$ cat src/arlt_pkg.sv
// Shared types and codes for the address range lock table.
package arlt_pkg;

  localparam int unsigned FIELD_ADDR_W = 32;
  localparam int unsigned STATUS_W     = 3;
  localparam int unsigned SLOT_W       = 5;

  typedef logic [STATUS_W-1:0] status_t;
  typedef logic [SLOT_W-1:0]   slot_t;

  localparam status_t ST_GRANTED   = 3'd0;
  localparam status_t ST_CONFLICT  = 3'd1;
  localparam status_t ST_FULL      = 3'd2;
  localparam status_t ST_RELEASED  = 3'd3;
  localparam status_t ST_NOT_FOUND = 3'd4;

  localparam logic MODE_ACQUIRE = 1'b0;
  localparam logic MODE_RELEASE = 1'b1;

endpackage

$ cat src/arlt_mem.sv
// Entry storage: base and length of each lock, one write port and one registered read port.
module arlt_mem #(
  parameter int unsigned DEPTH = 32,
  parameter int unsigned AW    = 32,
  parameter int unsigned IW    = 5
) (
  input  logic          clk_i,
  input  logic          we_i,
  input  logic [IW-1:0] waddr_i,
  input  logic [AW-1:0] wbase_i,
  input  logic [AW-1:0] wlen_i,
  input  logic [IW-1:0] raddr_i,
  output logic [AW-1:0] rbase_o,
  output logic [AW-1:0] rlen_o
);

  logic [AW-1:0] base_mem [DEPTH];
  logic [AW-1:0] len_mem  [DEPTH];
  logic [AW-1:0] rbase_q;
  logic [AW-1:0] rlen_q;

  always_ff @(posedge clk_i) begin
    if (we_i) begin
      base_mem[waddr_i] <= wbase_i;
      len_mem[waddr_i]  <= wlen_i;
    end
    rbase_q <= base_mem[raddr_i];
    rlen_q  <= len_mem[raddr_i];
  end

  assign rbase_o = rbase_q;
  assign rlen_o  = rlen_q;

endmodule

$ cat src/arlt_cmp.sv
// Range overlap compare unit: [ea, ea+el) against [b, b+l) without forming any sum.
module arlt_cmp #(
  parameter int unsigned AW = 32
) (
  input  logic [AW-1:0] entry_base_i,
  input  logic [AW-1:0] entry_len_i,
  input  logic [AW-1:0] req_base_i,
  input  logic [AW-1:0] req_len_i,
  output logic          overlap_o
);

  logic starts_before_end;
  logic ends_after_start;

  always_comb begin
    starts_before_end = (entry_base_i < req_base_i) ||
                        ((entry_base_i - req_base_i) < req_len_i);
    ends_after_start  = (entry_base_i > req_base_i) ||
                        ((req_base_i - entry_base_i) < entry_len_i);
    overlap_o = starts_before_end && ends_after_start;
  end

endmodule

$ cat src/address_range_lock_table.sv
// Top level: request latch, scan sequencer, valid bits and result register.
// The scan reads one entry per cycle from the entry memory into the compare unit.
// A conflict or a matching release ends the scan early at the first overlapping entry.
// No new request is taken while a scan runs or its result waits on an output stall;
//   the next request is taken once the result is registered.
// Reset clears all valid bits and control state at once; entry memory needs no clearing.
module address_range_lock_table #(
  parameter int unsigned POOL_ENTRIES = 32,
  parameter int unsigned ADDR_WIDTH   = 32
) (
  input  logic                  clk_i,
  input  logic                  rst_ni,
  input  logic                  in_valid_i,
  output logic                  in_stall_o,
  input  logic                  mode_i,
  input  logic [31:0]           base_addr_i,
  input  logic [31:0]           range_len_i,
  output logic                  out_valid_o,
  input  logic                  out_stall_i,
  output arlt_pkg::status_t     status_o,
  output arlt_pkg::slot_t       slot_o
);

  import arlt_pkg::*;

  localparam int unsigned IW = (POOL_ENTRIES > 1) ? $clog2(POOL_ENTRIES) : 1;
  localparam logic [IW-1:0] LAST_IDX = IW'(POOL_ENTRIES - 1);
  localparam logic [ADDR_WIDTH-1:0] ONE_LEN = ADDR_WIDTH'(1);

  localparam logic [1:0] S_IDLE = 2'd0;
  localparam logic [1:0] S_SCAN = 2'd1;
  localparam logic [1:0] S_DONE = 2'd2;

  logic [1:0]              state_q, state_d;
  logic                    mode_q, mode_d;
  logic [ADDR_WIDTH-1:0]   base_q, base_d;
  logic [ADDR_WIDTH-1:0]   len_q, len_d;
  logic [IW-1:0]           rd_idx_q, rd_idx_d;
  logic [IW-1:0]           cmp_idx_q, cmp_idx_d;
  logic                    cmp_vld_q, cmp_vld_d;
  logic                    hit_q, hit_d;
  logic [IW-1:0]           hit_idx_q, hit_idx_d;
  logic                    free_found_q, free_found_d;
  logic [IW-1:0]           free_idx_q, free_idx_d;
  logic [POOL_ENTRIES-1:0] vbits_q, vbits_d;
  logic                    out_valid_q, out_valid_d;
  status_t                 status_q, status_d;
  logic [IW-1:0]           slot_idx_q, slot_idx_d;

  logic [ADDR_WIDTH-1:0]   in_base;
  logic [ADDR_WIDTH-1:0]   in_len;
  logic [ADDR_WIDTH-1:0]   rd_base;
  logic [ADDR_WIDTH-1:0]   rd_len;
  logic                    overlap;
  logic                    cur_valid;
  logic                    accept;
  logic                    done_adv;
  logic                    mem_we;

  // Cut or zero-extend the request fields to the address width.
  for (genvar k = 0; k < ADDR_WIDTH; k++) begin : g_addr
    if (k < FIELD_ADDR_W) begin : g_bit
      assign in_base[k] = base_addr_i[k];
      assign in_len[k]  = range_len_i[k];
    end else begin : g_zero
      assign in_base[k] = 1'b0;
      assign in_len[k]  = 1'b0;
    end
  end

  // Slot index is cut or zero-extended into the slot field.
  for (genvar k = 0; k < SLOT_W; k++) begin : g_slot
    if (k < IW) begin : g_bit
      assign slot_o[k] = slot_idx_q[k];
    end else begin : g_zero
      assign slot_o[k] = 1'b0;
    end
  end

  arlt_mem #(
    .DEPTH (POOL_ENTRIES),
    .AW    (ADDR_WIDTH),
    .IW    (IW)
  ) u_mem (
    .clk_i   (clk_i),
    .we_i    (mem_we),
    .waddr_i (free_idx_q),
    .wbase_i (base_q),
    .wlen_i  (len_q),
    .raddr_i (rd_idx_q),
    .rbase_o (rd_base),
    .rlen_o  (rd_len)
  );

  arlt_cmp #(
    .AW (ADDR_WIDTH)
  ) u_cmp (
    .entry_base_i (rd_base),
    .entry_len_i  (rd_len),
    .req_base_i   (base_q),
    .req_len_i    (len_q),
    .overlap_o    (overlap)
  );

  assign in_stall_o  = (state_q != S_IDLE);
  assign accept      = in_valid_i && !in_stall_o;
  assign cur_valid   = vbits_q[cmp_idx_q];
  assign done_adv    = (state_q == S_DONE) && (!out_valid_q || !out_stall_i);
  assign mem_we      = done_adv && (mode_q == MODE_ACQUIRE) && !hit_q && free_found_q;
  assign out_valid_o = out_valid_q;
  assign status_o    = status_q;

  always_comb begin
    state_d      = state_q;
    mode_d       = mode_q;
    base_d       = base_q;
    len_d        = len_q;
    rd_idx_d     = rd_idx_q;
    cmp_idx_d    = cmp_idx_q;
    cmp_vld_d    = cmp_vld_q;
    hit_d        = hit_q;
    hit_idx_d    = hit_idx_q;
    free_found_d = free_found_q;
    free_idx_d   = free_idx_q;
    vbits_d      = vbits_q;
    out_valid_d  = out_valid_q;
    status_d     = status_q;
    slot_idx_d   = slot_idx_q;

    // Drop the result beat once taken.
    if (out_valid_q && !out_stall_i) begin
      out_valid_d = 1'b0;
    end

    case (state_q)
      S_IDLE: begin
        if (accept) begin
          mode_d       = mode_i;
          base_d       = in_base;
          len_d        = (mode_i == MODE_RELEASE) ? ONE_LEN : in_len;
          rd_idx_d     = '0;
          cmp_idx_d    = '0;
          cmp_vld_d    = 1'b0;
          hit_d        = 1'b0;
          hit_idx_d    = '0;
          free_found_d = 1'b0;
          free_idx_d   = '0;
          state_d      = S_SCAN;
        end
      end
      S_SCAN: begin
        // Issue the next read; compare the entry read last cycle.
        cmp_vld_d = 1'b1;
        cmp_idx_d = rd_idx_q;
        if (rd_idx_q != LAST_IDX) begin
          rd_idx_d = rd_idx_q + 1'b1;
        end
        if (cmp_vld_q) begin
          if (!cur_valid && !free_found_q) begin
            free_found_d = 1'b1;
            free_idx_d   = cmp_idx_q;
          end
          if (cur_valid && overlap) begin
            hit_d     = 1'b1;
            hit_idx_d = cmp_idx_q;
            state_d   = S_DONE;
          end else if (cmp_idx_q == LAST_IDX) begin
            state_d = S_DONE;
          end
        end
      end
      S_DONE: begin
        if (done_adv) begin
          out_valid_d = 1'b1;
          slot_idx_d  = '0;
          if (mode_q == MODE_ACQUIRE) begin
            if (hit_q) begin
              status_d   = ST_CONFLICT;
              slot_idx_d = hit_idx_q;
            end else if (free_found_q) begin
              status_d            = ST_GRANTED;
              slot_idx_d          = free_idx_q;
              vbits_d[free_idx_q] = 1'b1;
            end else begin
              status_d = ST_FULL;
            end
          end else begin
            if (hit_q) begin
              status_d           = ST_RELEASED;
              slot_idx_d         = hit_idx_q;
              vbits_d[hit_idx_q] = 1'b0;
            end else begin
              status_d = ST_NOT_FOUND;
            end
          end
          state_d = S_IDLE;
        end
      end
      default: begin
        state_d = S_IDLE;
      end
    endcase
  end

  always_ff @(posedge clk_i or negedge rst_ni) begin
    if (!rst_ni) begin
      state_q      <= S_IDLE;
      cmp_vld_q    <= 1'b0;
      hit_q        <= 1'b0;
      free_found_q <= 1'b0;
      vbits_q      <= '0;
      out_valid_q  <= 1'b0;
    end else begin
      state_q      <= state_d;
      cmp_vld_q    <= cmp_vld_d;
      hit_q        <= hit_d;
      free_found_q <= free_found_d;
      vbits_q      <= vbits_d;
      out_valid_q  <= out_valid_d;
    end
  end

  always_ff @(posedge clk_i) begin
    mode_q     <= mode_d;
    base_q     <= base_d;
    len_q      <= len_d;
    rd_idx_q   <= rd_idx_d;
    cmp_idx_q  <= cmp_idx_d;
    hit_idx_q  <= hit_idx_d;
    free_idx_q <= free_idx_d;
    status_q   <= status_d;
    slot_idx_q <= slot_idx_d;
  end

  a_busy_after_accept: assert property (@(posedge clk_i) disable iff (!rst_ni)
    accept |=> in_stall_o)
    else $error("request taken without starting a scan");

  a_grant_sets_valid: assert property (@(posedge clk_i) disable iff (!rst_ni)
    mem_we |=> vbits_q[$past(free_idx_q)])
    else $error("granted slot not marked valid");

  a_release_clears_valid: assert property (@(posedge clk_i) disable iff (!rst_ni)
    (done_adv && (mode_q == MODE_RELEASE) && hit_q) |=> !vbits_q[$past(hit_idx_q)])
    else $error("released slot still valid");

  a_status_code: assert property (@(posedge clk_i) disable iff (!rst_ni)
    out_valid_o |-> (status_o <= ST_NOT_FOUND))
    else $error("result status out of range");

  a_hit_is_valid: assert property (@(posedge clk_i) disable iff (!rst_ni)
    ((state_q == S_SCAN) && (state_d == S_DONE) && hit_d) |-> cur_valid)
    else $error("scan hit on an entry that holds no lock");

endmodule
$ cat config.mk
export PLATFORM = sky130hd
export DESIGN_NAME = address_range_lock_table
export DESIGN_NICKNAME = d
export VERILOG_FILES = /design/src/arlt_pkg.sv /design/src/arlt_mem.sv /design/src/arlt_cmp.sv /design/src/address_range_lock_table.sv
export SDC_FILE = /design/constraint.sdc
export NUM_CORES = 2
export LEC_CHECK = 0
export BUFFER_PORTS_ARGS = -buffer_cell sky130_fd_sc_hd__buf_2
export CAP_MARGIN = 0
export CELL_PAD_IN_SITES_DETAIL_PLACEMENT = 1
export CELL_PAD_IN_SITES_GLOBAL_PLACEMENT = 2
export CORE_ASPECT_RATIO = 0.6
export CORE_MARGIN = 2
export CORE_UTILIZATION = 46
export DETAILED_ROUTE_END_ITERATION = 12
export GPL_ROUTABILITY_DRIVEN = 0
export GPL_TIMING_DRIVEN = 0
export HOLD_SLACK_MARGIN = 0.15
export PLACE_DENSITY_LB_ADDON = 0.1
export SLEW_MARGIN = 20
export SYNTH_ARGS = -nofsm -noshare
export SYNTH_HDL_FRONTEND = slang
export SYNTH_HIERARCHICAL = 1
export SYNTH_SLANG_ARGS = --single-unit
$ cat constraint.sdc
create_clock -name clk_i -period 5 [get_ports clk_i]
set_input_delay 1 -clock clk_i [delete_from_list [all_inputs] [get_ports clk_i]]
set_output_delay 1 -clock clk_i [all_outputs]
set_load 0.02 [all_outputs]
==> flow_metrics.tcl <==
set metrics [dict create \
    status "finished, final reports clean" \
    setup_violations 0 \
    ios 79 \
    drt_first_pass_iters 6 \
    synth_edf_count 2141 \
    start_util_pct 46.2 \
    layout.cells.most_common "edfxtp_1" \
    htreeDepth 4 \
    drc_errors 0 \
    critPathSlowestCell "xnor2_1" \
    drv_cap 0 \
    clock_skew_ns 0.0363 \
    place_ws_ns -2.41 \
    cts.clk_slew.worst_paths_ns 0.07 \
    ir_drop_uv 355 \
    hold_buffers 0 \
    clockBufferDepth 4 \
    register_area_um2 66500 \
    power_frac_seq_pct 37.0 \
    synth_top_area_share_pct 71.9 \
    grt_pass1_vias 47200 \
    rows 125 \
    yosysSeqAreaShare_pct 74.3 \
    grt_pass1_wl_mm 402 \
    die_w_um 573 \
    power.share.switching_pct 35.1 \
    worstSetupPathType "reg2reg" \
    ys_async_sr_fraction_pct 1.69 \
    grt_overflow 0 \
    relSlewSlack_pct 17.7 \
    setup_tns_ns 0 \
    grt_max_degree 42 \
    total_power_mw 61.8 \
    synthTopCellsByArea "edfxtp_1 72%, mux4_2 15%, ha_1 1.8%" \
    syn_inst 4244 \
    cpPeakStageDelay_ns 0.67 \
    area_growth_pct 18.4 \
    synth_fp_nets 4442 \
    multiInputGateArea_um2 22500 \
    cts_root_buf "clkbuf_16" \
    cp-start-kind "flop" \
    core_area_um2 193000 \
    wirelength_mm 293 \
    ant_nets 0 \
    yosys.cell_types.count 90 \
    cts_made_buffers 209 \
    wl_per_cell_um 38.6 \
    power_frac_comb_pct 37.5 \
    internal_power_mw 40.1 \
    cts_sinks 2243 \
    crit_family "compound AO/OA/AOI/OAI gates" \
    crit_buf_inv 3 \
    endpoint_kind "flop" \
    cp_max_fo 5 \
    slew_violations 0 \
    fin_util_pct 54.8 \
    dp_hpwl_mm 201 \
    tightest_slew_ns 1.23 \
    p_per_area_nw_per_um2 583 \
    clkPwrFrac_pct 25.5 \
    dr_total_vias 48000 \
    period_minus_slack_ns 4.96 \
    max_freq_mhz 202 \
    yosysWarnings 6 \
    min_path_type "in2async" \
    drive_above_1_share_pct 32.6 \
    tritoncts "done" \
    clock_latency_ns 0.87 \
    fillers 16600 \
    hold_violations 0 \
    p_leak_nw 34.7 \
    crit_chain "buf_6 > ha_4 > inv_2 > fa_2 > a21o_4 > a221oi_4 > o21a_1 > nor2_2 > o21ai_1 > a21oi_2 > buf_4 > xnor2_1 > ha_1 > a21o_1 > a21o_1 > a21oi_1 > o21ai_2 > a21oi_4 > o31ai_4 > o2bb2a_4 > nand2_4 > o21ai_4" \
    nNetsFinal 5013 \
    setup_slack_ns 0.0397 \
    dp_cells 7105 \
    rsz0062_at_grt "true" \
    required_ns 5.59 \
    viasPerCell 6.33 \
    period_share_pct 99.2 \
    grt_usage_pct 29.7 \
    arrival_ns 5.55 \
    die_area_um2 198000 \
    avgSynthCellArea_um2 21.1 \
    crit_top_cell "a21o_1" \
    grt_antenna_before_repair 15 \
    die_height_um 346 \
    p_sw_mw 21.7 \
    ys_seq_elements 2243 \
    finalNonFillerCells 7587 \
    synth_top_area_cell "edfxtp_1" \
    synthFlopType "edfxtp_1" \
    netlist_area_um2 89500 \
    final_cell_mix "2141 x edfxtp_1, 594 x mux4_2, 213 x clkbuf_16" \
    first_iter_violations 7044 \
    io_buffer_count 78 \
]
-- logic make-up after synthesis --
| group | Yosys count | synth area share [%] |
|---|---|---|
| flops | 2243 | 74.3 |
| mux | 735 | 16.6 |
| compound gates | 378 | 2.79 |
| simple gates | 360 | 2.08 |
| buf+inv | 342 | 1.76 |
| fa+ha+maj | 129 | 1.82 |
| xor+xnor | 57 | 0.558 |
-- repair_timing --
item                       in CTS  in global routing
hold endpoints to repair        0                  0
pin swaps                      27                 60
gates resized for setup        74                 94
buffers inserted               72                 22
setup endpoints to repair       8                  8
gates cloned                    0                  0
-- final timing paths --
path	cells past startpoint	start	end	slack, ns
setup / recovery	22	base_q[0]	hit_idx_q[0]	0.04
hold / removal	1	rst_ni	vbits_q[20]	0.30
setup reg to reg	22	base_q[0]	hit_idx_q[0]	0.04
hold reg to reg	2	vbits_q[4]	vbits_q[4]	0.52
max in group asynchronous	1	rst_ni	vbits_q[10]	4.07
min in group clk_i	1	base_addr_i[23]	base_q[23]	0.31
-- through the flow --
step	hold slack (ns)	cell area (um2)
after global placement	0.487	93100
after CTS	0.255	105000
after floorplan	0.469	89500
final	0.302	106000
after global routing	0.284	106000
after detailed placement	0.499	97500
-- power groups by stage --
stage	logic, mW	registers [mW]	clock network, mW
after floorplan	12.6	23.0	0
after global placement	19.8	23.6	0
after detailed placement	20.3	23.6	0
after CTS	21.6	22.9	15.9
after global routing	24.3	22.9	16.6
final	23.2	22.8	15.7
-- Yosys cell counts, types with 24 or more instances --
cell,n
edfxtp_1,2141
mux4_2,594
inv_1,141
ha_1,127
o21ai_0,100
nor2_1,97
a21oi_1,84
nand2_1,80
mux2_2,78
clkbuf_1,77
buf_2,69
dfxtp_1,64
mux2i_1,63
nor2b_1,50
a21o_1,48
dfrtp_1,38
xnor2_1,32
xor2_1,25
nand4_1,24
-- flip-flops by register name, summed over array words and instances, names as in the netlist --
signal          count
u_mem/len_mem    1024
u_mem/rlen_o       32
free_idx_q          5
len_q              32
cmp_vld_q           1
hit_q               1
vbits_q            32
u_mem/base_mem   1024
out_valid_o         1
u_mem/rbase_o      32
free_found_q        1
status_o            3
hit_idx_q           5
mode_q              1
base_q             32
slot_o              5
cmp_idx_q           5
rd_idx_q            5
state_q             2
-- worst register-to-register path: cells and delay by family (launching register included) --
family,cells,cell delay [ns]
buffers and inverters,3,0.37
and+or+nand+nor,2,0.15
DFF,1,0.50
xor gates and xnor gates,1,0.67
AOI/OAI and AO/OA,13,2.22
adders and majority gates,3,0.78
-- layout make-up --
cell class	count	share of cell area [%]
well taps	2603	3.07
repair buffers	361	5.15
diodes	3	0.00709
clock buffers	291	5.51
flip-flops and latches	2243	62.8
clock inverters	86	0.679
multi-input cells	1659	21.2
inverters	142	0.508
plain buffers	199	1.05
-- metal layers --
layer  share of wire [%]  vias up  track usage, %  wire length (um)
met4                 1.7        2            4.97              4960
met5              0.0048        -               0                14
met3                  11      280            7.08             32000
met2                  41     2645            40.1            120000
met1                  46    26400            49.0            136000
li1                    -    18700               -                 -
(Power assumes the default switching activity.)
